--- config.mk ---
export PLATFORM = sky130hd
export DESIGN_NAME = pose_frame_deframer_core
export DESIGN_NICKNAME = d
export VERILOG_FILES = /design/src/sv/pfd_pkg.sv /design/src/sv/pfd_byte_cell.sv /design/src/sv/pfd_frame_ctrl.sv /design/src/sv/pose_frame_deframer_core.sv
export VERILOG_INCLUDE_DIRS = /design/src /design/src/sv
export SDC_FILE = /design/constraint.sdc
export NUM_CORES = 1
export LEC_CHECK = 0
export BUFFER_PORTS_ARGS = -buffer_cell sky130_fd_sc_hd__buf_2
export CORE_MARGIN = 1
export CORE_UTILIZATION = 44
export DETAILED_ROUTE_END_ITERATION = 6
export HOLD_SLACK_MARGIN = 0.05
export PLACE_DENSITY = 0.76
export SETUP_SLACK_MARGIN = 0.15
export SYNTH_ARGS = -nofsm -noshare
export SYNTH_HDL_FRONTEND = slang
export SYNTH_SLANG_ARGS = --single-unit
--- constraint.sdc ---
create_clock -name clk -period 19.54 [get_ports clk]
set_input_delay 3.908 -clock clk [delete_from_list [all_inputs] [get_ports clk]]
set_output_delay 3.908 -clock clk [all_outputs]
set_load 0.03 [all_outputs]
--- src/sv/assert_macros.svh ---
// assertion macros used by the deframer core module
`ifndef ASSERT_MACROS_SVH
`define ASSERT_MACROS_SVH

// same-cycle implication, disabled in reset
`define PFD_ASSERT_IMPL(name, ante, cons) \
    name: assert property (@(posedge clk) disable iff (!rst_n) (ante) |-> (cons)) \
        else $error("pfd assertion failed");

// next-cycle implication, disabled in reset
`define PFD_ASSERT_NEXT(name, ante, cons) \
    name: assert property (@(posedge clk) disable iff (!rst_n) (ante) |=> (cons)) \
        else $error("pfd assertion failed");

`endif

--- src/sv/pfd_pkg.sv ---
// package: constants and types of the pose frame deframer
`timescale 1ns / 1ps

package pfd_pkg;

    localparam int PAYLOAD_LEN = 24;
    localparam int WORD_COUNT  = 6;
    localparam int CNT_W       = $clog2(PAYLOAD_LEN);
    localparam int ADDR_W      = 3;

    typedef logic [7:0]  byte_t;
    typedef logic [31:0] word_t;
    typedef logic [CNT_W-1:0] cnt_t;

    localparam byte_t HDR_FIRST  = 8'h0D;
    localparam byte_t HDR_SECOND = 8'h0A;
    localparam cnt_t  LAST_INDEX = CNT_W'(PAYLOAD_LEN - 1);

    localparam logic [ADDR_W-1:0] ADDR_INVERT = ADDR_W'(0);

    localparam word_t SIGN_BIT = 32'h8000_0000;

    typedef enum logic [4:0] {
        ST_HUNT    = 5'b00001,
        ST_HDR2    = 5'b00010,
        ST_PAYLOAD = 5'b00100,
        ST_TRL1    = 5'b01000,
        ST_TRL2    = 5'b10000
    } state_t;

    typedef struct packed {
        logic shift_en;
        logic frame_done;
        logic in_trl2;
    } pfd_ctrl_t;

endpackage

--- src/sv/pfd_byte_cell.sv ---
// one byte cell of the payload shift chain
`timescale 1ns / 1ps

module pfd_byte_cell (
    input  logic          clk,
    input  logic          shift_en,
    input  pfd_pkg::byte_t din,
    output pfd_pkg::byte_t dout
);
    import pfd_pkg::*;

    byte_t data_reg;
    byte_t data_next;

    always_comb
    begin
        data_next = shift_en ? din : data_reg;
    end

    always_ff @(posedge clk)
    begin
        data_reg <= data_next;
    end

    assign dout = data_reg;

endmodule

--- src/sv/pfd_frame_ctrl.sv ---
// frame state machine: header, payload count and trailer checks
`timescale 1ns / 1ps

module pfd_frame_ctrl (
    input  logic               clk,
    input  logic               rst_n,
    input  logic               accept,
    input  pfd_pkg::byte_t     rx_byte,
    output pfd_pkg::pfd_ctrl_t ctrl
);
    import pfd_pkg::*;

    state_t state_reg;
    state_t state_next;
    cnt_t   cnt_reg;
    cnt_t   cnt_next;

    always_comb
    begin
        state_next = state_reg;
        cnt_next   = cnt_reg;
        if (accept)
        begin
            case (state_reg)
                ST_HUNT:
                begin
                    state_next = (rx_byte == HDR_FIRST) ? ST_HDR2 : ST_HUNT;
                end
                ST_HDR2:
                begin
                    if (rx_byte == HDR_SECOND)
                    begin
                        state_next = ST_PAYLOAD;
                        cnt_next   = '0;
                    end
                    else if (rx_byte != HDR_FIRST)
                    begin
                        state_next = ST_HUNT;
                    end
                end
                ST_PAYLOAD:
                begin
                    if (cnt_reg == LAST_INDEX)
                    begin
                        state_next = ST_TRL1;
                        cnt_next   = '0;
                    end
                    else
                    begin
                        cnt_next = cnt_reg + 1'b1;
                    end
                end
                ST_TRL1:
                begin
                    state_next = (rx_byte == HDR_SECOND) ? ST_TRL2 : ST_HUNT;
                end
                ST_TRL2:
                begin
                    state_next = ST_HUNT;
                end
                default:
                begin
                    state_next = ST_HUNT;
                end
            endcase
        end
    end

    always_ff @(posedge clk or negedge rst_n)
    begin
        if (!rst_n)
        begin
            state_reg <= ST_HUNT;
            cnt_reg   <= '0;
        end
        else
        begin
            state_reg <= state_next;
            cnt_reg   <= cnt_next;
        end
    end

    always_comb
    begin
        ctrl.shift_en   = accept && (state_reg == ST_PAYLOAD);
        ctrl.frame_done = accept && (state_reg == ST_TRL2) && (rx_byte == HDR_FIRST);
        ctrl.in_trl2    = (state_reg == ST_TRL2);
    end

endmodule

--- src/sv/pose_frame_deframer_core.sv ---
// top level: pose frame deframer with payload cell chain and output register
`timescale 1ns / 1ps

// Takes received bytes and finds frames of 0x0D 0x0A, 24 payload bytes, 0x0A
// 0x0D (extra 0x0D bytes in the header are skipped). A byte can be accepted
// every cycle that in_stall is low; the payload moves through a chain of 24
// byte cells; at the edge accepting the closing 0x0D the six little-endian
// words, plus the two position copies with optional sign flip, load the
// output register, so out_valid rises in the next cycle. in_stall is raised
// only while the parser waits for the closing 0x0D and the previous word
// still waits on out_stall. Register 0 (address 0) bit 0 is invert_position.

`include "assert_macros.svh"

module pose_frame_deframer_core (
    input  logic                        clk,
    input  logic                        rst_n,
    input  logic                        psel,
    input  logic                        penable,
    input  logic                        pwrite,
    input  logic [pfd_pkg::ADDR_W-1:0]  paddr,
    input  logic [31:0]                 pwdata,
    output logic [31:0]                 prdata,
    output logic                        pready,
    input  logic                        in_valid,
    output logic                        in_stall,
    input  pfd_pkg::byte_t              rx_byte,
    output logic                        out_valid,
    input  logic                        out_stall,
    output pfd_pkg::word_t              z_angle,
    output pfd_pkg::word_t              x_angle,
    output pfd_pkg::word_t              y_angle,
    output pfd_pkg::word_t              x_position,
    output pfd_pkg::word_t              y_position,
    output pfd_pkg::word_t              z_rate,
    output pfd_pkg::word_t              x_position_adjusted,
    output pfd_pkg::word_t              y_position_adjusted
);
    import pfd_pkg::*;

    logic      invert_reg;
    logic      invert_next;
    logic      out_valid_reg;
    logic      out_valid_next;
    logic      accept;
    pfd_ctrl_t ctrl;
    byte_t     chain [PAYLOAD_LEN+1];
    word_t     words [WORD_COUNT];
    word_t     flip;
    word_t     out_reg [WORD_COUNT+2];

    // config port
    assign pready = 1'b1;

    always_comb
    begin
        invert_next = invert_reg;
        if (psel && penable && pwrite && (paddr == ADDR_INVERT))
        begin
            invert_next = pwdata[0];
        end
        prdata = (paddr == ADDR_INVERT) ? {31'b0, invert_reg} : '0;
    end

    // input side
    assign in_stall = out_valid_reg && out_stall && ctrl.in_trl2;
    assign accept   = in_valid && !in_stall;

    pfd_frame_ctrl u_ctrl (
        .clk     (clk),
        .rst_n   (rst_n),
        .accept  (accept),
        .rx_byte (rx_byte),
        .ctrl    (ctrl)
    );

    // payload chain, new bytes enter at the top and move toward cell 0
    assign chain[PAYLOAD_LEN] = rx_byte;

    for (genvar i = 0; i < PAYLOAD_LEN; i++)
    begin : g_cell
        pfd_byte_cell u_cell (
            .clk      (clk),
            .shift_en (ctrl.shift_en),
            .din      (chain[i+1]),
            .dout     (chain[i])
        );
    end

    for (genvar w = 0; w < WORD_COUNT; w++)
    begin : g_word
        assign words[w] = {chain[4*w+3], chain[4*w+2], chain[4*w+1], chain[4*w]};
    end

    assign flip = invert_reg ? SIGN_BIT : '0;

    // output register
    always_comb
    begin
        out_valid_next = ctrl.frame_done ? 1'b1 : (out_valid_reg && out_stall);
    end

    always_ff @(posedge clk)
    begin
        if (ctrl.frame_done)
        begin
            for (int k = 0; k < WORD_COUNT; k++)
            begin
                out_reg[k] <= words[k];
            end
            out_reg[WORD_COUNT]   <= words[3] ^ flip;
            out_reg[WORD_COUNT+1] <= words[4] ^ flip;
        end
    end

    always_ff @(posedge clk or negedge rst_n)
    begin
        if (!rst_n)
        begin
            invert_reg    <= 1'b0;
            out_valid_reg <= 1'b0;
        end
        else
        begin
            invert_reg    <= invert_next;
            out_valid_reg <= out_valid_next;
        end
    end

    assign out_valid           = out_valid_reg;
    assign z_angle             = out_reg[0];
    assign x_angle             = out_reg[1];
    assign y_angle             = out_reg[2];
    assign x_position          = out_reg[3];
    assign y_position          = out_reg[4];
    assign z_rate              = out_reg[5];
    assign x_position_adjusted = out_reg[WORD_COUNT];
    assign y_position_adjusted = out_reg[WORD_COUNT+1];

    `PFD_ASSERT_IMPL(a_no_overwrite, ctrl.frame_done, !(out_valid_reg && out_stall))
    `PFD_ASSERT_NEXT(a_done_valid, ctrl.frame_done, out_valid_reg)
    `PFD_ASSERT_IMPL(a_no_shift_at_done, ctrl.shift_en, !ctrl.frame_done)
    `PFD_ASSERT_NEXT(a_adjust, ctrl.frame_done && !(psel && penable && pwrite),
        (x_position_adjusted ^ x_position) == (invert_reg ? SIGN_BIT : 32'h0))

endmodule

==> results of run 1 <==
-- where the power goes --
part | internal, mW | switching, mW
registers | 0.924 | 0.00284
clock network | 0.394 | 0.294
logic | 0.00620 | 0.0140
total | 1.32 | 0.311
-- cells by family (layout without fill, tap and decap cells) --
group	Yosys count	in the layout	synth area share
DFF	398	398	0.9039
buffers and inverters	99	354	0.05515
and+or+nand+nor	41	41	0.01892
AOI/OAI and AO/OA	18	18	0.01151
muxes	7	7	0.007037
xor gates and xnor gates	3	3	0.001997
other	2	32	0.0005708
adders and majority gates	1	1	0.0009508
-- final timing paths --
| check | startpoint | to | slack, ns | cells after the start |
|---|---|---|---|---|
| setup / recovery | paddr[1] | prdata[0] | 11.06 | 4 |
| hold / removal | g_cell[0].u_cell.dout[2] | out_reg[0][2] | 0.42 | 0 |
| setup reg to reg | u_ctrl.state_reg[3] | out_reg[0][37] | 16.11 | 6 |
| hold reg to reg | g_cell[0].u_cell.dout[2] | out_reg[0][2] | 0.42 | 0 |
| max in group asynchronous | rst_n | u_ctrl.state_reg[0] | 15.98 | 1 |
| min in group asynchronous | rst_n | u_ctrl.state_reg[1] | 3.28 | 1 |
-- layout make-up --
cell class	instances	area, sq um
fillers	2258	13450
multi-input cells	102	660.6
clock inverters	21	160.2
flip-flops and latches	398	11890
well taps	384	480.5
repair buffers	282	1424
inverters	4	15.01
clock buffers	47	1006
-- routing by layer --
metal / GRT usage / share of wire / vias to the layer above
li1: - / - / 2589
met1: 0.1800 / 0.41 / 2821
met2: 0.2204 / 0.48 / 284
met3: 0.04286 / 0.090 / 44
met4: 0.04710 / 0.023 / 0
met5: 0 / 0 / -
-- synth_stat cells (2+ instances only) --
cell type  instances  area (sq um)
xor2_1             3         26.28
edfxtp_1         386         11590
o21ai_2            3         26.28
a21oi_1            2         10.01
or3_1              2         12.51
and2_1             2         12.51
nor3_1             3         15.01
nor2_1             9         33.78
nor3b_1            2         15.01
conb_1             2         7.510
nand3_1            6         30.03
dfrtp_1           11         275.3
o21ai_0            2         10.01
mux2_4             4         60.06
inv_1              3         11.26
nand4_1            3         18.77
a22o_1             4         35.03
buf_4             94         705.7
nand2_1            6         22.52
-- cells in the final DEF (no fill, tap or decap), types with 3 or more instances in the layout --
master,Yosys,final
nand4_1,3,3
xor2_1,3,3
clkbuf_1,0,8
nor3_1,3,3
edfxtp_1,386,386
dfrtp_1,11,11
a22o_1,4,4
nor2_1,9,8
buf_4,94,5
inv_1,3,3
clkinvlp_4,0,3
o21ai_2,3,3
clkinv_2,0,6
nand2_1,6,6
clkinv_1,0,8
conb_1,2,32
nand3_1,6,6
buf_2,1,277
clkbuf_16,0,39
mux2_4,4,4
-- critical path: stages --
cell	delay (ns)
buf_2	0.10
nor3_1	0.22
and2_1	0.16
buf_2	0.19
-- metrics by stage --
step	hold slack, ns	utilization	power, mW	cells	setup WS [ns]
finish	0.4159	0.5376	1.634	1238	11.06
global route	0.4225	0.5376	1.691	1238	10.98
CTS	0.4188	0.5376	1.655	1238	11.05
detailed placement	0.4057	0.4975	0.9646	1170	11.06
global placement	0.4017	0.4975	0.9642	1170	11.08
floorplan	0.4003	-	0.9647	599	6.258
==> impl_metrics.ini, run 1 <==
[yosys]
yosysUniqueCellTypes = 41
ys_seq_elements = 398
synth_edf_count = 386
async_reset_ff_frac = 0.03015
syn_inst = 569
netlist_area_sq_mm = 0.01316
syn_area_per_cell_sq_um = 23.12
synth_ff_type = edfxtp_1
yosys_warnings = 0
yosysSeqAreaShare = 0.9039

[hold_path]
hp-class = reg -> reg

[clock_network]
cts_setup_buffers = 0
cts_sinks = 398
clockRootBuffer = clkbuf_16
h-tree-depth = 2
cts_resized = 0
hold_buffers = 0
cts_made_buffers = 39
worstSkewPairLatency_ns = 0.51
cts_buffer_depth = 3
cts.clk_slew.worst_paths_ns = 0.06
cts_tree = yes

[timing]
rsz0062_at_grt = false
setup_violations = 0
period_share = 0.4340
fmax_mhz = 117.9
worst_pin_slew_ns = 1.059
slew_headroom = 0.2939
slew_violations = 0
hold_viol = 0
clock_skew_ns = 0.01937
fin_tns_setup_ns = 0
period_minus_slack_ns = 8.481

[critical_path]
critPathArrivalTime_ns = 4.57
cp_max_fo = 2
start_kind = primary input
worstSetupEndpointType = primary output
worst-setup-path-type = in -> out
required_ns = 15.63

[power_and_ir_drop]
p_leak_nw = 5.627
power_density_mw_per_mm2 = 104.5
ir_drop_uv = 84.68

[grt]
globalRouteOverflowTotal = 0
grt_pass1_vias = 5642
grt_max_degree = 83
grt_usage = 0.1381
grt_pass1_wl_um = 31950
grt_antenna_before_repair = 0

[floorplanning]
die_h_um = 174.9
core_area_sq_mm = 0.02909
die_w_um = 174.9
dieArea_sq_mm = 0.03060
rows = 62
boundaryPins = 341
start_util = 0.4523

[placement]
place.gp.congestion = 0.7595
dpl_cell_area_sq_mm = 0.01447
hpwl_um = 13630
io_buffers = 277

[routing]
dr.first_iter.drc_count = 386
finalWirelength_um = 21630
drc_errors = 0
dr.pass1.iters = 4
postRouteAntennaNets = 0
drt-wirelength-per-cell_um = 17.47
vias = 5738
viasPerCell = 4.635

[cells_and_area]
largest_reg_flops = 194
diodes = 0
areaGrowthSynthToFinish_pct = 18.86
stdcell_area_sq_mm = 0.01564
final_nets = 878
drive_gt1_frac = 0.4122

[run]
maxCapViolCount = 0

[run_status]
status = finished clean
(Power assumes the default switching activity.)
==> run 2, diff against run 1 <==
--- a/config.mk
+++ b/config.mk
@@ -11,7 +11,7 @@
 export CORE_UTILIZATION = 44
 export DETAILED_ROUTE_END_ITERATION = 6
 export HOLD_SLACK_MARGIN = 0.05
-export PLACE_DENSITY = 0.76
+export PLACE_DENSITY = 0.79
 export SETUP_SLACK_MARGIN = 0.15
 export SYNTH_ARGS = -nofsm -noshare
 export SYNTH_HDL_FRONTEND = slang
==> constraint.sdc (replaced) <==
create_clock -name clk -period 7.48 [get_ports clk]
set_input_delay 1.496 -clock clk [delete_from_list [all_inputs] [get_ports clk]]
set_output_delay 1.496 -clock clk [all_outputs]
set_load 0.03 [all_outputs]
==> run 2 against run 1 <==
Net effect: hold slack improved by 0.0054 ns; total power increased to 2.7 times the previous value; critical endpoint unchanged; largest cell class unchanged; count of clock-buffer cells in the layout grew 2; non-clock buffer count decreased by 1; global-route usage is 0.14 points lower; register-to-register slack worse by 12 ns; sequential power grew to 2.6 times the previous value; clock skew decreased by 0.0038 ns; clock power grew to 2.9 times the previous value; wire length down 0.78%.
==> impl_metrics.ini, run 2 (synthesized netlist as in run 1, its figures left out) <==
[run_status]
status = finished clean

[floorplanning]
rows = 62
start_util = 0.4523
boundaryPins = 341
die_h_um = 174.9
die_w_um = 174.9
dieArea_sq_mm = 0.03060
core_area_sq_mm = 0.02909

[power_and_ir_drop]
p_leak_nw = 5.703
power_density_mw_per_mm2 = 282.3
ir_drop_uv = 155.3

[critical_path]
start_kind = primary input
worstSetupEndpointType = primary output
worst-setup-path-type = in -> out
cp_max_fo = 2
required_ns = 5.98
critPathArrivalTime_ns = 2.15
reg2reg_depth = 4

[grt]
grt_usage = 0.1367
grt_max_degree = 135
grt_antenna_before_repair = 0
globalRouteOverflowTotal = 0
grt_pass1_wl_um = 31710
grt_pass1_vias = 5670

[routing]
dr.first_iter.drc_count = 371
viasPerCell = 4.588
vias = 5689
drc_errors = 0
dr.pass1.iters = 5
finalWirelength_um = 21460
postRouteAntennaNets = 0
drt-wirelength-per-cell_um = 17.30

[clock_network]
cts_made_buffers = 40
cts_sinks = 398
h-tree-depth = 2
cts_tree = yes
cts.clk_slew.worst_paths_ns = 0.05
clockRootBuffer = clkbuf_16
cts_resized = 0
worstSkewPairLatency_ns = 0.52
cts_buffer_depth = 3
cts_setup_buffers = 0
hold_buffers = 0

[placement]
io_buffers = 277
place_ws_ns = 3.259
hpwl_um = 13940
place.gp.congestion = 0.7861

[cells_and_area]
mostFrequentLayoutCell = edfxtp_1
diodes = 0
drive_gt1_frac = 0.4124
final_cell_mix = edfxtp_1 (386), buf_2 (277), clkbuf_16 (41)
final_util = 0.5432
final_nets = 878
areaGrowthSynthToFinish_pct = 20.09
largest_reg_flops = 194

[timing]
fmax_mhz = 274.1
clock_skew_ns = 0.01552
period_minus_slack_ns = 3.649
period_share = 0.4878
slew_violations = 0
fin_ws_ns = 3.831
hold_viol = 0
rsz0062_at_grt = false
setup_violations = 0
slew_headroom = 0.3278
fin_tns_setup_ns = 0
worst_pin_slew_ns = 1.008

[hold_path]
hp-class = reg -> reg
hold_depth = 0

[run]
maxCapViolCount = 0
==> run 2: path summary, 6_finish.rpt <==
check	start	end	slack, ns
worst min register to register	g_cell[0].u_cell.dout[4]	out_reg[0][4]	0.42
min in group asynchronous	rst_n	u_ctrl.state_reg[3]	0.86
max in group asynchronous	rst_n	u_ctrl.state_reg[0]	6.33
worst max-delay path	paddr[1]	prdata[0]	3.83
worst min-delay path	g_cell[0].u_cell.dout[4]	out_reg[0][4]	0.42
worst max register to register	u_ctrl.state_reg[1]	g_cell[18].u_cell.dout[1]	4.23
==> run 2: where the power goes <==
part / leakage (nW) / switching [mW] / internal [mW]
Sequential: 3.63 / 0.00739 / 2.41
Clock: 0.642 / 0.768 / 1.22
Combinational: 1.43 / 0.0373 / 0.0162
Total: 5.70 / 0.813 / 3.65
==> run 2: per-stage QoR <==
step	cell area (sq um)	power, mW	hold WS (ns)	cells
global placement	14480	2.518	0.4022	1169
detailed placement	14480	2.520	0.4074	1169
finish	15800	4.460	0.4212	1240
global route	15800	4.597	0.4289	1240
floorplan	13280	2.520	0.4003	599
CTS	15800	4.506	0.4208	1240
==> run 2: worst max-delay path, cell delays in order <==
cell and delay (ns):
buf_2 0.10, nor3_1 0.22, and2_1 0.15, buf_2 0.19
==> run 2: per-layer routing <==
metal / share of wire / vias up / wire (um) / track usage
met5: 0 / - / 0 / 0
met4: 0.017 / 0 / 365 / 0.03623
met3: 0.087 / 30 / 1871 / 0.04286
met2: 0.50 / 268 / 10700 / 0.2283
met1: 0.40 / 2799 / 8518 / 0.1729
li1: - / 2592 / - / -
==> run 2: area by class of cell <==
class                           count  area [sq um]
Fill cell                        2232         13290
Timing Repair Buffer              281          1429
Clock inverter                     22         257.7
Sequential cell                   398         11890
Tap cell                          384         480.5
Multi-Input combinational cell    102         660.6
Clock buffer                       49          1066
Inverter                            4         15.01
